[src/rtl/ccsi_pkg.sv]
// ---------------------------------------------------------------------------
// ccsi_pkg: shared types and constants for the CJK spacing inserter
// Job format passed from the byte classifier to the emitter, config
// register indexes and reset values.
// ---------------------------------------------------------------------------
package ccsi_pkg;

	localparam int CP_W        = 21;
	localparam int QUEUE_DEPTH = 2;   // power of two
	localparam int DEF_MAX_SPACE_RUN = 255;

	localparam logic [7:0]      SPACE_CHAR  = 8'h20;
	localparam logic [CP_W-1:0] RST_A_LOW   = 21'h004E00;
	localparam logic [CP_W-1:0] RST_A_HIGH  = 21'h009FFF;
	localparam logic [CP_W-1:0] RST_B_LOW   = 21'h003400;
	localparam logic [CP_W-1:0] RST_B_HIGH  = 21'h004DBF;

	typedef enum logic [1:0] {
		REG_A_LOW  = 2'd0,
		REG_A_HIGH = 2'd1,
		REG_B_LOW  = 2'd2,
		REG_B_HIGH = 2'd3
	} cfg_reg_t;

	// One character's (or stray byte's) worth of output: up to four bytes, spaces ahead of the first
	typedef struct packed {
		logic [2:0]      n;
		logic [7:0]      spaces;
		logic [3:0][7:0] bytes;
	} job_t;

	typedef struct packed {
		logic full;
		logic empty;
	} q_status_t;

endpackage

[src/rtl/cjk_char_spacing_inserter_top.sv]
// ---------------------------------------------------------------------------
// cjk_char_spacing_inserter_top: UTF-8 CJK space padding
// Pads ideographs with spaces, folds space runs into a count carried on
// the next non-space byte, trims leading and trailing runs.
// ---------------------------------------------------------------------------
// Path: a completing byte's job is written into the job queue, whose head
// the emitter walks a byte at a time.
// Throughput: one input byte per cycle while the queue is not full; one
// result per cycle while out_ready is high and the queue holds a job.
// Reset: arst_n clears decode state and queue; range registers return to
// their default ideograph ranges. No clearing pass.
module cjk_char_spacing_inserter_top import ccsi_pkg::*; #(
	parameter int MAX_SPACE_RUN = DEF_MAX_SPACE_RUN
) (
	input  logic            clk,
	input  logic            arst_n,
	// input byte channel
	input  logic            in_valid,
	output logic            in_ready,
	input  logic [7:0]      in_byte,
	input  logic            end_of_text,
	// result channel
	output logic            out_valid,
	input  logic            out_ready,
	output logic [7:0]      out_byte,
	output logic [7:0]      spaces_before,
	output logic            last_of_run,
	// config write channel
	input  logic            cfg_valid,
	output logic            cfg_ready,
	input  logic [1:0]      cfg_index,
	input  logic [CP_W-1:0] cfg_data
);

	// front -> queue
	logic      push;
	job_t      job;
	// queue -> back
	job_t      head;
	logic      pop;
	q_status_t q_status;

	// Front: decodes, classifies and builds one job per character or stray byte.
	// It stalls only when the queue is full.
	ccsi_front #(
		.MAX_SPACE_RUN(MAX_SPACE_RUN)
	) u_front (
		.clk        (clk),
		.arst_n     (arst_n),
		.in_valid   (in_valid),
		.in_ready   (in_ready),
		.in_byte    (in_byte),
		.end_of_text(end_of_text),
		.cfg_valid  (cfg_valid),
		.cfg_ready  (cfg_ready),
		.cfg_index  (cfg_index),
		.cfg_data   (cfg_data),
		.q_status   (q_status),
		.push       (push),
		.job        (job)
	);

	// Two-entry queue decouples the two sides
	ccsi_fifo u_fifo (
		.clk   (clk),
		.arst_n(arst_n),
		.push  (push),
		.wr_job(job),
		.pop   (pop),
		.head  (head),
		.status(q_status)
	);

	// Back: one output transaction per job byte
	ccsi_back u_back (
		.clk          (clk),
		.arst_n       (arst_n),
		.head         (head),
		.q_status     (q_status),
		.pop          (pop),
		.out_valid    (out_valid),
		.out_ready    (out_ready),
		.out_byte     (out_byte),
		.spaces_before(spaces_before),
		.last_of_run  (last_of_run)
	);

`ifndef SYNTHESIS
	// queue can never be full and empty at once
	a_q_status: assert property (@(posedge clk) disable iff (!arst_n)
		!(q_status.full && q_status.empty))
		else $error("queue full and empty together");

	// only jobs carrying bytes enter the queue
	a_push_nonempty: assert property (@(posedge clk) disable iff (!arst_n)
		push |-> job.n != 3'd0)
		else $error("empty job pushed");

	// mid-job transaction: the rest of the job follows, with no spaces
	a_job_tail: assert property (@(posedge clk) disable iff (!arst_n)
		(out_valid && out_ready && !last_of_run) |=> (out_valid && spaces_before == 8'd0))
		else $error("job tail missing or carries spaces");
`endif

endmodule

[src/rtl/ccsi_front.sv]
// ---------------------------------------------------------------------------
// ccsi_front: byte classifier and UTF-8 decoder
// Tracks the open sequence, counts spaces, matches ideograph ranges and
// builds one job per character or stray byte. Holds the range registers.
// ---------------------------------------------------------------------------
module ccsi_front import ccsi_pkg::*; #(
	parameter int MAX_SPACE_RUN = DEF_MAX_SPACE_RUN
) (
	input  logic            clk,
	input  logic            arst_n,
	input  logic            in_valid,
	output logic            in_ready,
	input  logic [7:0]      in_byte,
	input  logic            end_of_text,
	input  logic            cfg_valid,
	output logic            cfg_ready,
	input  logic [1:0]      cfg_index,
	input  logic [CP_W-1:0] cfg_data,
	input  q_status_t       q_status,
	output logic            push,
	output job_t            job
);

	localparam logic [7:0] SPACE_CAP = (MAX_SPACE_RUN > 255) ? 8'd255 : 8'(MAX_SPACE_RUN);

	logic [CP_W-1:0] a_low_q, a_high_q, b_low_q, b_high_q;
	logic [2:0][7:0] seq_q, seq_d;
	logic [2:0]      exp_q, exp_d;
	logic [1:0]      held_q, held_d;
	logic [CP_W-1:0] acc_q, acc_d, acc_shift;
	logic [7:0]      pend_q, pend_d, pend_inc;
	logic            started_q, started_d;
	logic            accept, emit, complete, cjk;

	assign in_ready  = !q_status.full;
	assign cfg_ready = 1'b1;
	assign accept    = in_valid && in_ready;
	assign push      = accept && emit;

	assign pend_inc  = (started_q && pend_q < SPACE_CAP) ? pend_q + 8'd1 : pend_q;
	assign acc_shift = {acc_q[CP_W-7:0], in_byte[5:0]};
	assign complete  = ({1'b0, held_q} + 3'd1) >= exp_q;
	assign cjk = (acc_shift >= a_low_q && acc_shift <= a_high_q) ||
		(acc_shift >= b_low_q && acc_shift <= b_high_q);

	always_comb begin
		job       = '0;
		emit      = 1'b0;
		seq_d     = seq_q;
		exp_d     = exp_q;
		held_d    = held_q;
		acc_d     = acc_q;
		pend_d    = pend_q;
		started_d = started_q;
		if (exp_q == 3'd0) begin
			if (in_byte == SPACE_CHAR) begin
				pend_d = pend_inc;
			end else if (in_byte[7:5] == 3'b110) begin
				exp_d    = 3'd2;
				acc_d    = {16'd0, in_byte[4:0]};
				seq_d[0] = in_byte;
				held_d   = 2'd1;
			end else if (in_byte[7:4] == 4'b1110) begin
				exp_d    = 3'd3;
				acc_d    = {17'd0, in_byte[3:0]};
				seq_d[0] = in_byte;
				held_d   = 2'd1;
			end else if (in_byte[7:3] == 5'b11110) begin
				exp_d    = 3'd4;
				acc_d    = {18'd0, in_byte[2:0]};
				seq_d[0] = in_byte;
				held_d   = 2'd1;
			end else begin
				// ASCII or a stray/invalid lead byte: single byte out
				job.n        = 3'd1;
				job.bytes[0] = in_byte;
				job.spaces   = pend_q;
				emit         = 1'b1;
				pend_d       = 8'd0;
				started_d    = 1'b1;
			end
		end else if (complete) begin
			job.n        = {1'b0, held_q} + 3'd1;
			job.spaces   = cjk ? pend_inc : pend_q;
			job.bytes[0] = seq_q[0];
			job.bytes[1] = (held_q >= 2'd2) ? seq_q[1] : in_byte;
			job.bytes[2] = (held_q == 2'd3) ? seq_q[2] : in_byte;
			job.bytes[3] = in_byte;
			emit         = 1'b1;
			pend_d       = cjk ? 8'd1 : 8'd0;
			started_d    = 1'b1;
			exp_d        = 3'd0;
			held_d       = 2'd0;
			acc_d        = '0;
		end else begin
			seq_d[held_q] = in_byte;
			held_d        = held_q + 2'd1;
			acc_d         = acc_shift;
		end

		if (end_of_text) begin
			// cut-off sequence goes out raw
			if (exp_d != 3'd0) begin
				job.n        = {1'b0, held_d};
				job.spaces   = pend_q;
				job.bytes[0] = seq_d[0];
				job.bytes[1] = seq_d[1];
				job.bytes[2] = seq_d[2];
				job.bytes[3] = 8'd0;
				emit         = 1'b1;
			end
			exp_d     = 3'd0;
			held_d    = 2'd0;
			acc_d     = '0;
			pend_d    = 8'd0;
			started_d = 1'b0;
		end
	end

	always_ff @(posedge clk or negedge arst_n) begin
		if (!arst_n) begin
			exp_q     <= 3'd0;
			held_q    <= 2'd0;
			acc_q     <= '0;
			pend_q    <= 8'd0;
			started_q <= 1'b0;
		end else if (accept) begin
			exp_q     <= exp_d;
			held_q    <= held_d;
			acc_q     <= acc_d;
			pend_q    <= pend_d;
			started_q <= started_d;
		end
	end

	always_ff @(posedge clk) begin
		if (accept) begin
			seq_q <= seq_d;
		end
	end

	always_ff @(posedge clk or negedge arst_n) begin
		if (!arst_n) begin
			a_low_q  <= RST_A_LOW;
			a_high_q <= RST_A_HIGH;
			b_low_q  <= RST_B_LOW;
			b_high_q <= RST_B_HIGH;
		end else if (cfg_valid && cfg_ready) begin
			case (cfg_reg_t'(cfg_index))
				REG_A_LOW:  a_low_q  <= cfg_data;
				REG_A_HIGH: a_high_q <= cfg_data;
				REG_B_LOW:  b_low_q  <= cfg_data;
				REG_B_HIGH: b_high_q <= cfg_data;
				default:    a_low_q  <= a_low_q;
			endcase
		end
	end

endmodule

[src/rtl/ccsi_fifo.sv]
// ---------------------------------------------------------------------------
// ccsi_fifo: job queue between classifier and emitter
// Small register FIFO, head entry presented directly.
// ---------------------------------------------------------------------------
module ccsi_fifo import ccsi_pkg::*; (
	input  logic      clk,
	input  logic      arst_n,
	input  logic      push,
	input  job_t      wr_job,
	input  logic      pop,
	output job_t      head,
	output q_status_t status
);

	localparam int PTR_W = $clog2(QUEUE_DEPTH);
	localparam int CNT_W = $clog2(QUEUE_DEPTH + 1);

	job_t             mem_q [QUEUE_DEPTH];
	logic [PTR_W-1:0] wr_ptr_q, rd_ptr_q;
	logic [CNT_W-1:0] count_q;

	assign head         = mem_q[rd_ptr_q];
	assign status.full  = count_q == CNT_W'(QUEUE_DEPTH);
	assign status.empty = count_q == '0;

	always_ff @(posedge clk or negedge arst_n) begin
		if (!arst_n) begin
			wr_ptr_q <= '0;
			rd_ptr_q <= '0;
			count_q  <= '0;
		end else begin
			if (push) wr_ptr_q <= wr_ptr_q + PTR_W'(1);
			if (pop)  rd_ptr_q <= rd_ptr_q + PTR_W'(1);
			if (push && !pop)      count_q <= count_q + CNT_W'(1);
			else if (pop && !push) count_q <= count_q - CNT_W'(1);
		end
	end

	always_ff @(posedge clk) begin
		if (push) begin
			mem_q[wr_ptr_q] <= wr_job;
		end
	end

endmodule

[src/rtl/ccsi_back.sv]
// ---------------------------------------------------------------------------
// ccsi_back: result emitter
// Walks the head job one byte per transaction; spaces ride on the first.
// ---------------------------------------------------------------------------
module ccsi_back import ccsi_pkg::*; (
	input  logic       clk,
	input  logic       arst_n,
	input  job_t       head,
	input  q_status_t  q_status,
	output logic       pop,
	output logic       out_valid,
	input  logic       out_ready,
	output logic [7:0] out_byte,
	output logic [7:0] spaces_before,
	output logic       last_of_run
);

	logic [1:0] idx_q;

	assign out_valid     = !q_status.empty;
	assign out_byte      = head.bytes[idx_q];
	assign spaces_before = (idx_q == 2'd0) ? head.spaces : 8'd0;
	assign last_of_run   = {1'b0, idx_q} == (head.n - 3'd1);
	assign pop           = out_valid && out_ready && last_of_run;

	always_ff @(posedge clk or negedge arst_n) begin
		if (!arst_n) begin
			idx_q <= 2'd0;
		end else if (out_valid && out_ready) begin
			idx_q <= last_of_run ? 2'd0 : idx_q + 2'd1;
		end
	end

endmodule
[config.mk]
export PLATFORM = sky130hd
export DESIGN_NAME = cjk_char_spacing_inserter_top
export DESIGN_NICKNAME = d
export VERILOG_FILES = /design/src/rtl/ccsi_pkg.sv /design/src/rtl/cjk_char_spacing_inserter_top.sv /design/src/rtl/ccsi_front.sv /design/src/rtl/ccsi_fifo.sv /design/src/rtl/ccsi_back.sv
export SDC_FILE = /design/constraint.sdc
export NUM_CORES = 1
export LEC_CHECK = 0
export ABC_AREA = 1
export ABC_CLOCK_PERIOD_IN_PS = 4900
export BUFFER_PORTS_ARGS = -buffer_cell sky130_fd_sc_hd__buf_2
export CORE_ASPECT_RATIO = 0.5
export CORE_MARGIN = 1
export CORE_UTILIZATION = 59
export DETAILED_ROUTE_END_ITERATION = 16
export PLACE_DENSITY = 0.77
export SLEW_MARGIN = 25
export SYNTH_ARGS = -nofsm -noshare
export SYNTH_HDL_FRONTEND = slang
export SYNTH_SLANG_ARGS = --single-unit
[constraint.sdc]
create_clock -name clk -period 4.9 [get_ports clk]
set_clock_uncertainty 0.15 [all_clocks]
set_input_delay 0.49 -clock clk [delete_from_list [all_inputs] [get_ports clk]]
set_output_delay 0.49 -clock clk [all_outputs]
set_load 0.02 [all_outputs]
Word-level counts from Yosys, hierarchy flattened
Memories as Yosys holds them, arrays and structs flattened.
Cells that the tools add are included.
- register bits after elaboration: 143
- RAM bits: 86
- input bits: 37
- output and inout bits: 20
- word-level logic and storage cells: 163
- memories kept: 1
- add/subtract/negate cells: 9
- $lt $le $gt $ge: 10
- eq/ne operators: 18
- mux-type cells: 80
- reduce and logical (&&, ||, !) cells: 29
- memory list (memory ; depth ; width ; read ports ; clocked after Yosys merged registers in ; write ports ; line ; text):
    u_fifo.mem_q ; 2 ; 43 ; 1 ; 0 ; 1 ; ccsi_fifo.sv:18 ; job_t mem_q [QUEUE_DEPTH];
- operators by type and width (cell ; number):
    2-to-1 mux 8 bit ; 24
    2-to-1 mux 43 bit ; 3
    2-to-1 mux 15 bit ; 7
    2-to-1 mux 24 bit ; 2
    2-to-1 mux 11 bit ; 4
    >= comparator 21 bit ; 2
    less-or-equal comparator 21 bit ; 2
    bitwise mux 24 bit ; 1
    2-to-1 mux 3 bit ; 7
    2-to-1 mux 2 bit ; 10
    2-to-1 mux 1 bit ; 18
    binary-select mux 8 bit (select 2 bit) ; 1
    demux 8 bit (select 2 bit) ; 1
    2-to-1 mux 16 bit ; 1
    inequality test 3 bit (second input constant) ; 4
    inequality test 4 bit (second input constant) ; 3
    logical AND 1 bit ; 10
    2-to-1 mux 9 bit ; 1
    adder 8 x 1 -> 8 bit (second input constant) ; 1
    equality test 2 bit (second input constant) ; 4
    equality test 8 x 6 -> 1 bit (second input constant) ; 1
    less-than comparator 8 bit (second input constant) ; 1
    AND reduction 2 bit ; 4
    adder 2 x 1 -> 2 bit (second input constant) ; 3
    other kinds (23) ; 31

Longest topological paths before layout
Gate-level depths: netlist (run 1).
- depth in word-level cells: 14
- depth in mapped cells: 18
- mapped depth without buffers: 18

By module
A second synthesis (run 1) with hierarchy kept.
- cell total of the unflattened synthesis: 1435
- area, all modules: 13021.2 um^2
- modules (own cells, without submodules) (module ; instances ; cells an instance ; area each (um^2) ; seq. area each (um^2)):
    ccsi_front ; 1 ; 1185 ; 8968.6 ; 3588.4
    ccsi_fifo ; 1 ; 159 ; 3510.9 ; 2682.6
    ccsi_back ; 1 ; 91 ; 541.8 ; 50.0

Worst setup path after synthesis (run 1)
Ideal clock, no wire load.
- path kind: register to register
- start point: reg u_front.held_q[0]
- end point: mem u_fifo.mem_q[1][0] (netlist bit), enable pin
- library setup time: 0.444 ns
- arrival time: 3.764 ns
- required time: 4.306 ns
- path slack: 0.542 ns
- stages on the path, launching flop included: 15
- buffers on the path: 0
- clock period less this slack: 4.358 ns
- path through: dfrtp_1 inv_1 ha_1 ha_1 nand2_1 nor2_1 nor2_2 nand2_2 o21ai_0 inv_1 nand3_1 nand2_2 nand2_1 nand2_1 nor2_1
- longest elaborated chain between the ends: 10
- elaborated cells between the ends (all ways): 12
- classes of those cells: 1 x add/sub; 1 x order compare; 8 x mux; 2 x reduce/logical
- RTL lines (element ; line ; text):
    start: declaration ; ccsi_front.sv:29 ; logic [1:0] held_q, held_d;
    start signal: assignment ; ccsi_front.sv:129 ; held_q <= held_d;
    adder 2 x 1 -> 3 bit (*) ; ccsi_front.sv:42 ; assign complete = ({1'b0, held_q} + 3'd1) >= exp_q;
    >= comparator 3 bit (*) ; ccsi_front.sv:42 ;
    2-to-1 mux 3 bit ; ccsi_front.sv:82 ; end else if (complete) begin
    2-to-1 mux 3 bit ; ccsi_front.sv:55 ; if (exp_q == 3'd0) begin
    nonzero test 3 bit ; ccsi_front.sv:103 ; if (exp_d != 3'd0) begin
    2-to-1 mux 1 bit ; ccsi_front.sv:103 ;
    2-to-1 mux 1 bit (*) ; ccsi_front.sv:101 ; if (end_of_text) begin
    logical AND 1 bit (*) ; ccsi_front.sv:38 ; assign push = accept && emit;
    2-to-1 mux 1 bit (*) ; ccsi_fifo.sv:40 ; if (push) begin
    2-to-1 mux 1 bit (implied by the code) (*) ; ccsi_fifo.sv:41 ; mem_q[wr_ptr_q] <= wr_job;
    end: declaration ; ccsi_fifo.sv:18 ;
Mark *: on every way between the ends. The rest lies on a longest branch, timed or not.

Worst setup path in the final report (run 1)
- start point: reg u_front.held_q[0]
- end point: mem u_fifo.mem_q[1][25] (netlist bit), enable pin
Same word-level chain as after synthesis.

==> metrics.yaml, run 1 <==
place:
  port-buffer-count: 55
  hpwlAfterDp_um: 20800
  globalplace.congestion: 0.881
global_route:
  use_met2_pct: 47.3
  track_usage_pct: 28.4
  gr-usage-met3_pct: 4.65
  grt_max_degree: 74
  grt_pass1_vias: 10200
  met1_usage_pct: 39.1
  gr-total-overflow: 0
  grt_pass1_wl_um: 50200
  gr-max-usage-layer: "met2"
  grt_antenna_before_repair: 0
sta:
  max_freq_mhz: 272
  final.min_clock_period_ns: 3.68
  setup_violations: 0
  finalCritPeriodShare_pct: 75.0
  setup_tns_ns: 0
  rsz0062_at_grt: "false"
  finalHoldViolations: 0
  worst_pin_slew_ns: 0.941
  slew_viol_final: 0
  maxSlewHeadroom_pct: 37.0
clocking:
  h-tree-depth: 1
  cts_buffers: 21
  postCtsSetupBuffers: 0
  tritoncts: "yes"
  clk_pin_slew_worst_paths_ns: 0.07
  ctsResizeCount: 0
  cts.root.buffer_cell: "clkbuf_16"
  clockBufferDepth: 3
  insertion_delay_ns: 0.52
  cts_hold_buf: 0
  cts_sinks: 229
setup_path:
  crit_fanout: 38
  startpoint_type: "flip-flop"
  required_ns: 4.91
  worstSetupPathType: "reg -> reg"
  r2r_slack_ns: 1.22
  r2r_cells: 15
  reg2reg_from: "u_front.held_q[0]$_DFFE_PN0P_"
  end_kind: "flip-flop"
  reg2reg_to: "u_fifo.mem_q[1][25]$_DFFE_PP_"
  critPathArrivalTime_ns: 3.69
floorplanning:
  initial_core_util_pct: 60.8
  die_height_um: 106
  num_io_pins: 57
  row_count: 37
  dieArea_sq_um: 22100
  fp.dieW_um: 209
  core-area_sq_um: 20800
synthesis:
  ys.flop_type: "edfxtp_1"
  synth.distinct_cells: 42
  syn_area_sq_um: 12600
  ys_warn_count: 0
  ys_seq_area_share_pct: 50.0
  syn_inst: 1502
  synthArstFlopShare_pct: 52.0
  ys_ff_latch: 229
  synth_edf_count: 110
  syn_nets: 1634
  synthesis.area_per_instance_sq_um: 8.42
power:
  leakage_nw: 6.56
  p_sw_mw: 2.61
  seqPwrFrac_pct: 41.5
  pwr-share-comb_pct: 34.8
  power_frac_clock_pct: 23.7
  power_mw: 6.82
  swShare_pct: 38.2
  p_per_area_nw_per_um2: 493
  power.internal_mw: 4.21
  peakVddDrop_uv: 274
route:
  first_pass_iters: 5
  via_count: 10200
  wl_um: 29800
  drtAntennaViolNets: 0
  drcViolationCount: 0
  drt-initial-drc-count: 824
  vias_per_cell: 5.57
  wl_per_cell_um: 16.3
final_layout:
  multi_input_area_sq_um: 5360
  utilization_pct: 66.6
  final_common_cell: "nand2_1"
  final_nets: 1678
  area_growth_pct: 9.45
  drive_above_1_share_pct: 9.80
  fillers: 1633
  n_antenna_cell: 0
  final_cell_mix: "391 x nand2_1, 206 x o21ai_0, 196 x inv_1"
  seq_area_sq_um: 6320
outcome:
  status: "finished, final reports clean"
hold_path:
  min_path_cells: 3
  hold_class: "in -> reg"
  hold_path_end: "u_front.b_low_q[10]$_DFFE_PN1P_"
  min-delay-start: "cfg_data[10]"
job:
  drv_cap: 0
-- critical path, cell delays in order, from the launching register on --
cell	delay, ns
dfrtp_1	0.40
inv_1	0.12
ha_1	0.35
ha_1	0.30
nand2_1	0.05
nor2_1	0.10
nor2_2	0.07
nand2_2	0.11
nand2_1	0.06
buf_4	0.24
inv_2	0.30
nor2_1	0.09
nand2_1	0.10
nand2_1	0.13
nor2_4	0.21
buf_4	0.49
-- state kept, by name, summed over array words and instances (netlist names) --
name / cells
u_front.exp_q: 3
u_front.b_high_q: 21
u_fifo.count_q: 2
u_fifo.wr_ptr_q: 1
u_front.b_low_q: 21
u_fifo.rd_ptr_q: 1
u_front.pend_q: 8
u_front.a_low_q: 21
u_fifo.mem_q: 86
u_back.idx_q: 2
u_front.seq_q: 24
u_front.acc_q: 15
u_front.held_q: 2
u_front.a_high_q: 21
u_front.started_q: 1
-- cell usage after synthesis, types with 6 or more instances --
library cell / instances / area (sq um)
a21oi_1: 35 / 175
a31oi_1: 8 / 50.1
clkbuf_1: 37 / 139
dfrtp_1: 87 / 2180
dfstp_2: 32 / 841
edfxtp_1: 110 / 3300
ha_1: 95 / 1190
inv_1: 196 / 736
inv_2: 6 / 22.5
nand2_1: 391 / 1470
nand3_1: 53 / 265
nand4_1: 15 / 93.8
nor2_1: 141 / 529
o21ai_0: 206 / 1030
o21ai_1: 10 / 50.1
o22ai_1: 16 / 100
xor2_1: 11 / 96.3
-- per-stage QoR --
step	worst slack, ns	hold slack [ns]	cells	cell area, sq um
finish	1.22	0.0964	1834	13800
global route	0.992	0.120	1834	13800
CTS	1.24	0.00643	1833	13800
detailed placement	1.24	0.325	1795	13200
global placement	1.38	0.310	1795	13200
floorplan	0.542	0.0444	1502	12600
-- layer usage --
layer / share of wire [%] / vias up
met1: 45 / 4846
li1: - / 5020
met5: 0 / -
met2: 47 / 309
met4: 1.8 / 0
met3: 6.2 / 40
-- worst max-delay path by stage --
stage                                        startpoint                       endpoint  slack, ns  cells after the start
after floorplan           u_front.held_q[0]$_DFFE_PN0P_   u_fifo.mem_q[1][0]$_DFFE_PP_       0.54                     14
final                     u_front.held_q[0]$_DFFE_PN0P_  u_fifo.mem_q[1][25]$_DFFE_PP_       1.22                     15
after global routing      u_front.held_q[0]$_DFFE_PN0P_  u_fifo.count_q[1]$_DFFE_PN0P_       0.99                     18
after CTS                 u_front.held_q[0]$_DFFE_PN0P_  u_fifo.mem_q[1][25]$_DFFE_PP_       1.24                     15
after global placement    u_front.held_q[0]$_DFFE_PN0P_  u_fifo.mem_q[1][20]$_DFFE_PP_       1.38                     15
after detailed placement  u_front.held_q[0]$_DFFE_PN0P_  u_fifo.mem_q[1][18]$_DFFE_PP_       1.24                     15
-- power by group through the flow --
stage                     sequential (mW)  clock [mW]  combinational (mW)
final                                2.83        1.62                2.37
after global routing                 2.87        1.70                2.70
after CTS                            2.82        1.64                2.38
after detailed placement             2.85           0                2.36
after global placement               2.83           0                2.27
after floorplan                      2.75           0                1.74
-- cells by family (layout without fill, tap and decap cells) --
| family | after synthesis | count (layout) | share of synthesized area (%) |
|---|---|---|---|
| multiplexers | 2 | 2 | 0.158 |
| AND/OR/NAND/NOR | 619 | 619 | 19.7 |
| flip-flops | 229 | 229 | 50.0 |
| adder cells (fa/ha/maj) | 95 | 95 | 9.40 |
| XOR/XNOR | 13 | 13 | 0.901 |
| buffers and inverters | 252 | 311 | 7.68 |
| AO/OA/AOI/OAI | 291 | 291 | 12.1 |
| other | 1 | 1 | 0.0297 |
-- area by class of cell --
class	instances	share of cell area, %
sequential	229	45.7
inverter	205	5.56
clock buffer	32	4.53
timing repair buffer	68	2.76
multi-input combinational	1021	38.7
clock inverter	6	0.280
tap	273	2.47
(Power assumes the default switching activity.)
==> run 2, diff against run 1 <==
--- a/config.mk
+++ b/config.mk
@@ -6,13 +6,13 @@
 export NUM_CORES = 1
 export LEC_CHECK = 0
 export ABC_AREA = 1
-export ABC_CLOCK_PERIOD_IN_PS = 4900
+export ABC_CLOCK_PERIOD_IN_PS = 3300
 export BUFFER_PORTS_ARGS = -buffer_cell sky130_fd_sc_hd__buf_2
 export CORE_ASPECT_RATIO = 0.5
 export CORE_MARGIN = 1
-export CORE_UTILIZATION = 59
+export CORE_UTILIZATION = 56
 export DETAILED_ROUTE_END_ITERATION = 16
-export PLACE_DENSITY = 0.77
+export PLACE_DENSITY = 0.76
 export SLEW_MARGIN = 25
 export SYNTH_ARGS = -nofsm -noshare
 export SYNTH_HDL_FRONTEND = slang
==> constraint.sdc (replaced) <==
create_clock -name clk -period 3.3 [get_ports clk]
set_clock_uncertainty 0.15 [all_clocks]
set_input_delay 0.33 -clock clk [delete_from_list [all_inputs] [get_ports clk]]
set_output_delay 0.33 -clock clk [all_outputs]
set_load 0.02 [all_outputs]
==> run 2 against run 1 <==
  * Utilization fell by 1.4 points
  * Sequential share of layout area down 1.4 points
  * Routed wire length rose by 1.8%
  * Register-to-register slack worse by 1.0 ns
  * Cell count up 3.3%
  * Critical endpoint is now u_fifo.count_q[1]$_DFFE_PN0P_
  * Highest routed layer unchanged
==> metrics.yaml, run 2 (synthesis gave the netlist of run 1 again) <==
place:
  globalplace.congestion: 0.900
  hpwlAfterDp_um: 21100
  port-buffer-count: 55
  pre_cts_slack_ns: 0.142
floorplanning:
  initial_core_util_pct: 57.7
  dieArea_sq_um: 23200
  die_height_um: 108
  num_io_pins: 57
  core-area_sq_um: 21900
  fp.dieW_um: 214
  row_count: 38
setup_path:
  critPathArrivalTime_ns: 3.34
  r2r_slack_ns: 0.23
  r2r_cells: 17
  critical_path.cell_chain: "buf_4, ha_1, ha_1, a21o_1, nor2_2, nand2_2, o21ai_1, inv_1, nand3_1, nand2_2, nand2_1, nand2_2, inv_1, ha_1, a21oi_1, o21ai_0, xor2_1"
  slowest_stage: "dfrtp_1"
  cp-endpoint: "u_fifo.count_q[1]$_DFFE_PN0P_"
  end_kind: "flip-flop"
  required_ns: 3.57
  cp_num_buf_inv: 3
  startpoint_type: "flip-flop"
  reg2reg_from: "u_front.held_q[0]$_DFFE_PN0P_"
  critPathLaunch: "u_front.held_q[0]$_DFFE_PN0P_"
  cpPeakStageDelay_ns: 0.41
  critical_path.top_delay_family: "adder cells"
  path_depth: 17
  reg2reg_to: "u_fifo.count_q[1]$_DFFE_PN0P_"
  crit_fanout: 5
  worstSetupPathType: "reg -> reg"
route:
  first_pass_iters: 6
  drtAntennaViolNets: 0
  drt-initial-drc-count: 887
  wl_um: 30400
  drcViolationCount: 0
  vias_per_cell: 5.48
  via_count: 10400
  wl_per_cell_um: 16.1
power:
  peakVddDrop_uv: 366
  leakage_nw: 6.73
  pwr-share-comb_pct: 35.6
  power_frac_clock_pct: 24.3
  swShare_pct: 37.8
  seqPwrFrac_pct: 40.1
  p_sw_mw: 3.95
  power.internal_mw: 6.49
  p_per_area_nw_per_um2: 731
sta:
  maxSlewHeadroom_pct: 33.8
  worst_pin_slew_ns: 0.989
  worst_slack_ns: 0.226
  finalCritPeriodShare_pct: 93.1
  max_freq_mhz: 325
  rsz0062_at_grt: "false"
  setup_tns_ns: 0
  slew_viol_final: 0
  setup_violations: 0
  finalHoldViolations: 0
  final.min_clock_period_ns: 3.07
clocking:
  tritoncts: "yes"
  clockBufferDepth: 3
  insertion_delay_ns: 0.53
  clk_pin_slew_worst_paths_ns: 0.07
  cts.root.buffer_cell: "clkbuf_16"
  h-tree-depth: 1
  cts_buffers: 22
  cts_sinks: 229
final_layout:
  final_nets: 1710
  drive_above_1_share_pct: 10.7
  final_common_cell: "nand2_1"
  largest_reg_flops: 86
  area_growth_pct: 12.9
  top_register: "u_fifo.mem_q"
  n_antenna_cell: 0
  fillers: 1836
  top_regs: "u_fifo.mem_q (86), u_front.seq_q (24)"
  final_cell_mix: "389 x nand2_1, 205 x o21ai_0, 193 x inv_1"
global_route:
  grt_pass1_vias: 10300
  grt_max_degree: 64
  track_usage_pct: 27.0
  grt_pass1_wl_um: 50300
  grt_antenna_before_repair: 0
  gr-total-overflow: 0
job:
  drv_cap: 0
outcome:
  status: "finished, final reports clean"
hold_path:
  hold_class: "in -> reg"
==> run 2: cell types whose count changed in the layout (fill, tap and decap cells not counted), moves of 3 or more <==
cell	before	now
clkinv_1	4	8
buf_4	12	18
dlygate4sd3_1	1	23
clkbuf_1	5	1
inv_1	196	193
clkinv_2	2	5
clkbuf_8	6	2
buf_12	0	3
==> run 2: tightest hold or removal path, stage by stage <==
cell and delay [ns]:
buf_2 0.08, nand2_1 0.05, inv_1 0.11, o21ai_0 0.09
==> run 2: worst min path at each step <==
stage,from,to,slack (ns),depth (start not counted)
2_1_floorplan,arst_n,u_back.idx_q[0]$_DFFE_PN0P_,-0.12,0
3_3_place_gp,arst_n,u_front.b_high_q[13]$_DFFE_PN0P_,0.26,1
3_5_place_dp,arst_n,u_front.b_high_q[13]$_DFFE_PN0P_,0.28,1
4_1_cts,out_ready,u_back.idx_q[0]$_DFFE_PN0P_,0.004,4
5_1_grt,in_byte[2],u_front.acc_q[2]$_DFFE_PN0P_,0.04,3
6_report,out_ready,u_back.idx_q[0]$_DFFE_PN0P_,0.03,4
==> run 2: repair_timing <==
item / CTS / global route
hold buffers: 23 / 0
hold endpoints to repair: 110 / 0
resized for setup: 0 / 7
endpoints found under the setup margin: 0 / 87
setup buffers: 0 / 2
==> run 2: cell type report <==
cell class | instances | area (sq um) | share of cell area, %
clock buffer | 25 | 582 | 4.07
clock inverter | 15 | 136 | 0.955
inverter | 205 | 777 | 5.44
multi-input combinational | 1021 | 5360 | 37.6
sequential | 229 | 6320 | 44.3
tap | 300 | 375 | 2.63
timing repair buffer | 99 | 721 | 5.05
==> run 2: per-layer routing <==
metal | routed length [um] | part of all wire, % | vias to the layer above | global-route usage, %
met5 | 0 | 0 | - | 0
met4 | 748 | 2.5 | 0 | 8.21
met3 | 1800 | 5.9 | 55 | 4.19
met2 | 14500 | 48 | 316 | 47.4
li1 | - | - | 5079 | -
met1 | 13300 | 44 | 4923 | 35.0
==> run 2: metrics by stage <==
step | hold WS (ns) | power (mW) | cell area, sq um | utilization (%) | instances
after floorplan | -0.116 | 6.66 | 12700 | - | 1502
after detailed placement | 0.279 | 7.85 | 13300 | 60.6 | 1828
final | 0.0307 | 10.4 | 14300 | 65.1 | 1894
after CTS | 0.00363 | 10.4 | 14200 | 64.9 | 1891
after global placement | 0.264 | 7.69 | 13300 | 60.6 | 1828
after global routing | 0.0398 | 11.1 | 14300 | 65.1 | 1894
==> run 2: power groups by stage <==
stage / Clock [mW] / Combinational, mW / Sequential (mW)
floorplan: 0 / 2.60 / 4.07
global placement: 0 / 3.49 / 4.20
detailed placement: 0 / 3.63 / 4.22
CTS: 2.58 / 3.66 / 4.18
global route: 2.68 / 4.19 / 4.25
finish: 2.53 / 3.71 / 4.19
